--- src/rtl/ttip_pkg.sv ---
package ttip_pkg;

   // Field widths
   localparam int VALUE_WIDTH = 32;
   localparam int COUNT_WIDTH = 16;
   localparam int CHAR_WIDTH  = 8;
   localparam int BASE_WIDTH  = 6;
   localparam int DIGIT_WIDTH = 5;

   // Character codes
   localparam logic [CHAR_WIDTH-1:0] CH_MINUS = 8'h2D;
   localparam logic [CHAR_WIDTH-1:0] CH_ZERO  = 8'h30;
   localparam logic [CHAR_WIDTH-1:0] CH_NINE  = 8'h39;
   localparam logic [CHAR_WIDTH-1:0] CH_A_UP  = 8'h41;
   localparam logic [CHAR_WIDTH-1:0] CH_F_UP  = 8'h46;
   localparam logic [CHAR_WIDTH-1:0] CH_X_UP  = 8'h58;
   localparam logic [CHAR_WIDTH-1:0] CH_A_LO  = 8'h61;
   localparam logic [CHAR_WIDTH-1:0] CH_F_LO  = 8'h66;
   localparam logic [CHAR_WIDTH-1:0] CH_X_LO  = 8'h78;
   localparam logic [CHAR_WIDTH-1:0] CH_TEN   = 8'd10;

   // Bases
   localparam logic [BASE_WIDTH-1:0] BASE_AUTO = 6'd0;
   localparam logic [BASE_WIDTH-1:0] BASE_OCT  = 6'd8;
   localparam logic [BASE_WIDTH-1:0] BASE_DEC  = 6'd10;
   localparam logic [BASE_WIDTH-1:0] BASE_HEX  = 6'd16;

   // Digit value for a character that is not a hex digit
   localparam logic [DIGIT_WIDTH-1:0] DIGIT_NONE = 5'd31;

   typedef enum logic [5:0] {
      PH_IDLE   = 6'b000001,
      PH_BEGIN  = 6'b000010,
      PH_ZERO   = 6'b000100,
      PH_ZEROX  = 6'b001000,
      PH_HEX0   = 6'b010000,
      PH_DIGITS = 6'b100000
   } phase_type;

   typedef struct packed {
      logic [CHAR_WIDTH-1:0] char_code;
      logic [BASE_WIDTH-1:0] num_base;
      logic                  signed_mode;
      logic                  first_char;
      logic                  end_of_string;
   } req_type;

   typedef struct packed {
      logic [VALUE_WIDTH-1:0] value;
      logic [COUNT_WIDTH-1:0] consumed_count;
      logic [BASE_WIDTH-1:0]  base_used;
   } rsp_type;

   typedef struct packed {
      phase_type              phase;
      logic [VALUE_WIDTH-1:0] acc;
      logic [BASE_WIDTH-1:0]  base;
      logic [COUNT_WIDTH-1:0] cnt;
      logic                   neg;
   } parse_state_type;

   // Hex digit value, DIGIT_NONE for anything else
   function automatic logic [DIGIT_WIDTH-1:0] hex_digit(input logic [CHAR_WIDTH-1:0] c);
      logic [CHAR_WIDTH-1:0]  d;
      logic [DIGIT_WIDTH-1:0] r;
      d = '0;
      r = DIGIT_NONE;
      if (c >= CH_ZERO && c <= CH_NINE) begin
         d = c - CH_ZERO;
         r = d[DIGIT_WIDTH-1:0];
      end else if (c >= CH_A_UP && c <= CH_F_UP) begin
         d = c - CH_A_UP + CH_TEN;
         r = d[DIGIT_WIDTH-1:0];
      end else if (c >= CH_A_LO && c <= CH_F_LO) begin
         d = c - CH_A_LO + CH_TEN;
         r = d[DIGIT_WIDTH-1:0];
      end
      return r;
   endfunction

   function automatic logic is_x(input logic [CHAR_WIDTH-1:0] c);
      return (c == CH_X_UP) || (c == CH_X_LO);
   endfunction

   // Saturating count increment by one or two
   function automatic logic [COUNT_WIDTH-1:0] count_add(input logic [COUNT_WIDTH-1:0] cnt,
                                                        input logic [1:0] n);
      logic [COUNT_WIDTH:0] t;
      t = {1'b0, cnt} + (COUNT_WIDTH + 1)'(n);
      return t[COUNT_WIDTH] ? {COUNT_WIDTH{1'b1}} : t[COUNT_WIDTH-1:0];
   endfunction

   // Result fields from the parser state at the stop position
   function automatic rsp_type make_rsp(input parse_state_type st);
      rsp_type r;
      r.value          = st.neg ? (VALUE_WIDTH'(0) - st.acc) : st.acc;
      r.consumed_count = st.cnt;
      r.base_used      = st.base;
      return r;
   endfunction

endpackage

--- src/rtl/text_to_integer_parser.sv ---
// Channel | Ports                            | Transaction
// --------+----------------------------------+----------------------------------------
// request | req_valid, req_stall, req_data   | one character with string markers
// result  | rsp_valid, rsp_stall, rsp_data   | parsed value, consumed count, base used
//
// One character is accepted per cycle unless the result is stalled; a result is registered
// after the input register. The per-character path is one 32x6 multiply-add plus the prefix
// decode, between the input register and the parser state / result registers.
// Reset clears the valid flags and returns the parser to idle.
// A stalled result freezes both stages; the request side sees stall in the same cycle.
module text_to_integer_parser (
   input  logic              clock,
   input  logic              reset,
   input  logic              req_valid,
   output logic              req_stall,
   input  ttip_pkg::req_type req_data,
   output logic              rsp_valid,
   input  logic              rsp_stall,
   output ttip_pkg::rsp_type rsp_data
);
   import ttip_pkg::*;

   logic            advance;
   logic            in_valid_ff;
   req_type         in_data_ff;
   parse_state_type state_ff;
   parse_state_type state_in;
   logic            emit;
   rsp_type         result;
   logic            out_valid_ff;
   rsp_type         out_data_ff;

   // Pipeline moves unless a result is waiting and stalled
   assign advance   = ~(out_valid_ff & rsp_stall);
   assign req_stall = ~advance;

   ttip_step u_step (
      .cur_state  (state_ff),
      .item       (in_data_ff),
      .next_state (state_in),
      .emit       (emit),
      .result     (result)
   );

   // Input register
   always_ff @(posedge clock) begin
      if (reset) begin
         in_valid_ff <= 1'b0;
      end else if (advance) begin
         in_valid_ff <= req_valid;
      end
   end

   always_ff @(posedge clock) begin
      if (advance && req_valid) begin
         in_data_ff <= req_data;
      end
   end

   // Parser state
   always_ff @(posedge clock) begin
      if (reset) begin
         state_ff.phase <= PH_IDLE;
         state_ff.acc   <= '0;
         state_ff.base  <= '0;
         state_ff.cnt   <= '0;
         state_ff.neg   <= 1'b0;
      end else if (advance && in_valid_ff) begin
         state_ff <= state_in;
      end
   end

   // Result register
   always_ff @(posedge clock) begin
      if (reset) begin
         out_valid_ff <= 1'b0;
      end else if (advance) begin
         out_valid_ff <= in_valid_ff & emit;
      end
   end

   always_ff @(posedge clock) begin
      if (advance && in_valid_ff && emit) begin
         out_data_ff <= result;
      end
   end

   assign rsp_valid = out_valid_ff;
   assign rsp_data  = out_data_ff;

endmodule

--- src/rtl/ttip_step.sv ---
module ttip_step (
   input  ttip_pkg::parse_state_type cur_state,
   input  ttip_pkg::req_type         item,
   output ttip_pkg::parse_state_type next_state,
   output logic                      emit,
   output ttip_pkg::rsp_type         result
);
   import ttip_pkg::*;

   parse_state_type                     st0;
   parse_state_type                     st1;
   parse_state_type                     st2;
   logic                                take_minus;
   logic                                fall;
   logic                                emit1;
   logic                                fin;
   logic [DIGIT_WIDTH-1:0]              digit;
   logic                                digit_ok;
   logic [VALUE_WIDTH+BASE_WIDTH-1:0]   prod;
   logic [VALUE_WIDTH-1:0]              mac;

   assign digit      = hex_digit(item.char_code);
   assign take_minus = item.first_char & item.signed_mode & (item.char_code == CH_MINUS);

   // Start of string: fresh state, optional leading minus
   always_comb begin
      st0 = cur_state;
      if (item.first_char) begin
         st0.phase = PH_BEGIN;
         st0.acc   = '0;
         st0.base  = item.num_base;
         st0.cnt   = '0;
         st0.neg   = 1'b0;
         if (take_minus) begin
            st0.neg = 1'b1;
            st0.cnt = count_add('0, 2'd1);
         end
      end
   end

   // Prefix handling, then at most one digit step
   always_comb begin
      st1   = st0;
      fall  = 1'b0;
      emit1 = 1'b0;
      if (!take_minus) begin
         unique case (st0.phase)
            PH_IDLE: begin
            end
            PH_BEGIN: begin
               if (st0.base == BASE_AUTO) begin
                  if (item.char_code == CH_ZERO) begin
                     st1.cnt   = count_add(st0.cnt, 2'd1);
                     st1.base  = BASE_OCT;
                     st1.phase = PH_ZERO;
                  end else begin
                     st1.base = BASE_DEC;
                     fall     = 1'b1;
                  end
               end else if (st0.base == BASE_HEX && item.char_code == CH_ZERO) begin
                  st1.phase = PH_HEX0;
               end else begin
                  fall = 1'b1;
               end
            end
            PH_ZERO: begin
               if (is_x(item.char_code)) begin
                  st1.phase = PH_ZEROX;
               end else begin
                  fall = 1'b1;
               end
            end
            PH_ZEROX: begin
               if (digit != DIGIT_NONE) begin
                  st1.base  = BASE_HEX;
                  st1.cnt   = count_add(st0.cnt, 2'd2);
                  st1.acc   = VALUE_WIDTH'(digit);
                  st1.phase = PH_DIGITS;
               end else begin
                  emit1 = 1'b1;
               end
            end
            PH_HEX0: begin
               if (is_x(item.char_code)) begin
                  st1.cnt   = count_add(st0.cnt, 2'd2);
                  st1.phase = PH_DIGITS;
               end else begin
                  st1.cnt = count_add(st0.cnt, 2'd1);
                  fall    = 1'b1;
               end
            end
            PH_DIGITS: begin
               fall = 1'b1;
            end
            default: begin
            end
         endcase
      end

      // Digit step: acc * base + digit; non-hex characters never count, whatever the base
      prod     = st1.acc * st1.base;
      mac      = prod[VALUE_WIDTH-1:0] + VALUE_WIDTH'(digit);
      digit_ok = (digit != DIGIT_NONE) && ({1'b0, digit} < st1.base);
      if (fall) begin
         st1.phase = PH_DIGITS;
         if (digit_ok) begin
            st1.acc = mac;
            st1.cnt = count_add(st1.cnt, 2'd1);
         end else begin
            emit1 = 1'b1;
         end
      end
   end

   // End of string acts as a trailing stop character
   assign fin = item.end_of_string & ~emit1 & (st1.phase != PH_IDLE);

   always_comb begin
      st2 = st1;
      if (fin) begin
         if (st1.phase == PH_BEGIN && st1.base == BASE_AUTO) begin
            st2.base = BASE_DEC;
         end
         if (st1.phase == PH_HEX0) begin
            st2.cnt = count_add(st1.cnt, 2'd1);
         end
      end
   end

   // Result and next state
   always_comb begin
      emit   = emit1 | fin;
      result = emit1 ? make_rsp(st1) : make_rsp(st2);
      next_state = st2;
      if (emit) begin
         next_state.phase = PH_IDLE;
      end
   end

endmodule

--- config.mk ---
export PLATFORM = sky130hd
export DESIGN_NAME = text_to_integer_parser
export DESIGN_NICKNAME = d
export VERILOG_FILES = /design/src/rtl/ttip_pkg.sv /design/src/rtl/text_to_integer_parser.sv /design/src/rtl/ttip_step.sv
export SDC_FILE = /design/constraint.sdc
export NUM_CORES = 1
export LEC_CHECK = 0
export BUFFER_PORTS_ARGS = -buffer_cell sky130_fd_sc_hd__buf_2
export CORE_MARGIN = 2
export CORE_UTILIZATION = 30
export CTS_BUF_LIST = sky130_fd_sc_hd__clkbuf_16
export DETAILED_ROUTE_END_ITERATION = 7
export PLACE_DENSITY = 0.53
export SLEW_MARGIN = 20
export SYNTH_ARGS = -nofsm -noshare
export SYNTH_HDL_FRONTEND = slang
export SYNTH_HIERARCHICAL = 1
export SYNTH_SLANG_ARGS = --single-unit
--- constraint.sdc ---
create_clock -name clock -period 12.6 [get_ports clock]
set_clock_uncertainty 0.1 [all_clocks]
set_input_delay 1.26 -clock clock [delete_from_list [all_inputs] [get_ports clock]]
set_output_delay 1.26 -clock clock [all_outputs]
set_load 0.05 [all_outputs]
==> flow_summary.json <==
{
  "gp_congestion": 0.935,
  "cts_buffer_depth": 2,
  "initial_utilization": 0.302,
  "drt_iter0_markers": 973,
  "cts_tree": "done",
  "die_w_um": 228,
  "final_area_um2": 16500,
  "start_kind": "register",
  "dp_hpwl_um": 34000,
  "drtPass1Iterations": 5,
  "post-place-ws_ps": 3480,
  "postCtsSetupBuffers": 0,
  "leakage_nw": 6.91,
  "grt_pass1_vias": 13000,
  "p_switching_w": 0.000382,
  "drc_errors": 0,
  "synth.distinct_cells": 110,
  "clk_pin_slew_ps": 70,
  "layout_setup_ws_ps": 3370,
  "worstPathArrival_ps": 9330,
  "antenna_found_initial": 2,
  "synth_top_area_cell": "fa_1",
  "finalHoldViolCount": 0,
  "cell_internal_pwr_w": 0.000786,
  "grt_first_pass_wirelength_um": 73500,
  "worstPathMaxFanout": 9,
  "synth_seq_cells": 134,
  "powerDensity_nw_per_um2": 70.9,
  "post_drt_wl_per_cell_um": 18.7,
  "grt_usage": 0.179,
  "final_net_count": 1959,
  "combPwrFrac": 0.156,
  "worst_pin_slew_ps": 1130,
  "ir_drop_mv": 0.0573,
  "pwr-share-clk": 0.428,
  "syn_to_final_growth_pct": 9.50,
  "place_area_um2": 15900,
  "cts_root_buf": "clkbuf_16",
  "avgSynthCellArea_um2": 8.71,
  "power_frac_seq": 0.416,
  "io_pins": 77,
  "maxCapViolations": 0,
  "synth.top_cells.by_area": "fa_1, edfxtp_1, dfxtp_1",
  "die-area_um2": 51900,
  "relSlewSlack": 0.243,
  "post-synth-top-area-fraction": 0.148,
  "critPathRequiredTime_ps": 12700,
  "synthArstFlopShare": 0,
  "ant_nets": 0,
  "synth-edff-count": 71,
  "synth_fp_nets": 1934,
  "worst_setup_path_end_kind": "register",
  "r2r_cells": 28,
  "grt_start_max_net_pins": 125,
  "slew_viol_final": 0,
  "clock_latency_ps": 470,
  "grt_overflow": 0,
  "numCtsBuffers": 17,
  "yosysWarnings": 6,
  "synth-main-ff-cell": "edfxtp_1",
  "die_y_um": 228,
  "finalSetupTns_ps": 0,
  "seq_area_frac_synth": 0.226,
  "finalSetupViolCount": 0,
  "hold_class": "register to register",
  "wl_um": 45500,
  "hold_depth": 2,
  "antenna_cells": 0,
  "rows": 82,
  "cp_slowest_cell": "o41ai_1",
  "fin_util": 0.331,
  "cts.sinks": 134,
  "drive_gt1_frac": 0.110,
  "criticalPathCategory": "register to register",
  "period_minus_slack_ps": 9230,
  "cts_resized": 0,
  "p_total_w": 0.00117,
  "via_per_inst": 5.28,
  "netlist_area_um2": 15000,
  "vias": 12900,
  "htreeDepth": 4,
  "synthCells": 1725,
  "coreArea_um2": 49800,
  "rsz0062_at_grt": "false",
  "outcome": "complete, no violations",
  "port_buffers": 76,
  "postCtsHoldBufs": 0,
  "min_period_over_period": 0.733,
  "fmax_ghz": 0.108,
  "switching_share": 0.327,
  "slowest_delay_ps": 860
}
-- synthesized netlist by cell type, types with 7 or more instances --
master,count
buf_1,7
or2_2,8
nand2b_1,133
edfxtp_1,71
xor2_1,27
nor4_1,7
nand3_1,57
a21o_1,17
o21bai_1,7
clkbuf_1,43
dfxtp_1,63
nand2_1,126
nand4_1,22
ha_1,77
o22ai_1,8
o21ai_0,65
o211ai_1,9
nor2b_1,17
inv_1,87
a21oi_1,80
a22oi_1,7
o31ai_1,10
and2_1,8
buf_4,9
mux2_2,7
buf_2,17
a31oi_1,16
xnor2_1,61
o21a_1,12
a211oi_1,17
nor3_1,27
mux2i_1,72
fa_1,111
nor2_1,239
a22o_1,7
and3_1,16
-- cells by family after synthesis --
family | count (synthesis) | share of synthesized area
buffers and inverters | 178 | 0.0577
adder cells (fa/ha/maj) | 188 | 0.212
AO/OA/AOI/OAI | 345 | 0.158
flip-flops | 134 | 0.226
XOR/XNOR | 88 | 0.0513
multiplexers | 79 | 0.0532
AND/OR/NAND/NOR | 713 | 0.242
-- routing by layer --
metal | vias up | track usage | share of wire
met3 | 83 | 0.0315 | 0.043
met2 | 341 | 0.295 | 0.48
met1 | 6334 | 0.231 | 0.45
met5 | - | 0 | 0
li1 | 6103 | - | -
met4 | 0 | 0.0699 | 0.031
-- registers in the layout (all words and copies together) (netlist names) --
register and cells:
rsp_data 54, in_data_ff 17, in_valid_ff 1, rsp_valid 1
state_ff 61
-- power groups by stage --
stage	clock network, W	logic [W]	registers [W]
2_1_floorplan	0	0.000108	0.000520
3_3_place_gp	0	0.000180	0.000496
3_5_place_dp	0	0.000182	0.000496
4_1_cts	0.000517	0.000182	0.000486
5_1_grt	0.000531	0.000196	0.000487
6_report	0.000499	0.000182	0.000486
-- area by class of cell --
type / count / area [um^2]
Inverter: 90 / 339
Sequential cell: 134 / 3390
Tap cell: 672 / 841
Timing Repair Buffer: 94 / 515
Clock buffer: 17 / 425
Fill cell: 5177 / 33300
Clock inverter: 15 / 139
Multi-Input combinational cell: 1413 / 10800
-- metrics by stage --
step	std cells	hold slack [ps]
after floorplan	1725	344
after global placement	2403	357
after detailed placement	2403	366
after CTS	2435	379
after global routing	2435	395
final	2435	376
-- worst max-delay path: cells and delay by family (launching register included) --
kind                       cells  cell delay [ps]
AOI/OAI and AO/OA             14             3940
adders and majority gates      6             2470
and+or+nand+nor                5             1440
DFF                            1              480
buffers and inverters          2              340
xor gates and xnor gates       1              180
-- cell usage in the layout, fill, tap and decap left out, types with 8 or more instances in the layout --
master and n:
and3_1 16, mux2i_1 72, buf_2 76, nand3_1 57
xor2_1 27, a31oi_1 16, nand2b_1 133, xnor2_1 61
nand2_1 126, or2_2 8, o31ai_1 10, inv_1 87
edfxtp_1 71, o21a_1 12, buf_4 18, nand4_1 22
dfxtp_1 63, clkbuf_16 17, ha_1 77, nor2_1 237
a21o_1 17, o211ai_1 9, fa_1 111, o21ai_0 65
nor3_1 27, a21oi_1 78, nor2b_1 17, a211oi_1 17
o22ai_1 8
-- worst paths after layout --
path	startpoint	end	slack, ps
max	in_data_ff[9]	rsp_data[49]	3370
min	state_ff[34]	state_ff[34]	380
max reg2reg	in_data_ff[9]	rsp_data[49]	3370
min reg2reg	state_ff[34]	state_ff[34]	380
No activity file was read; power rests on OpenSTA's default activity.
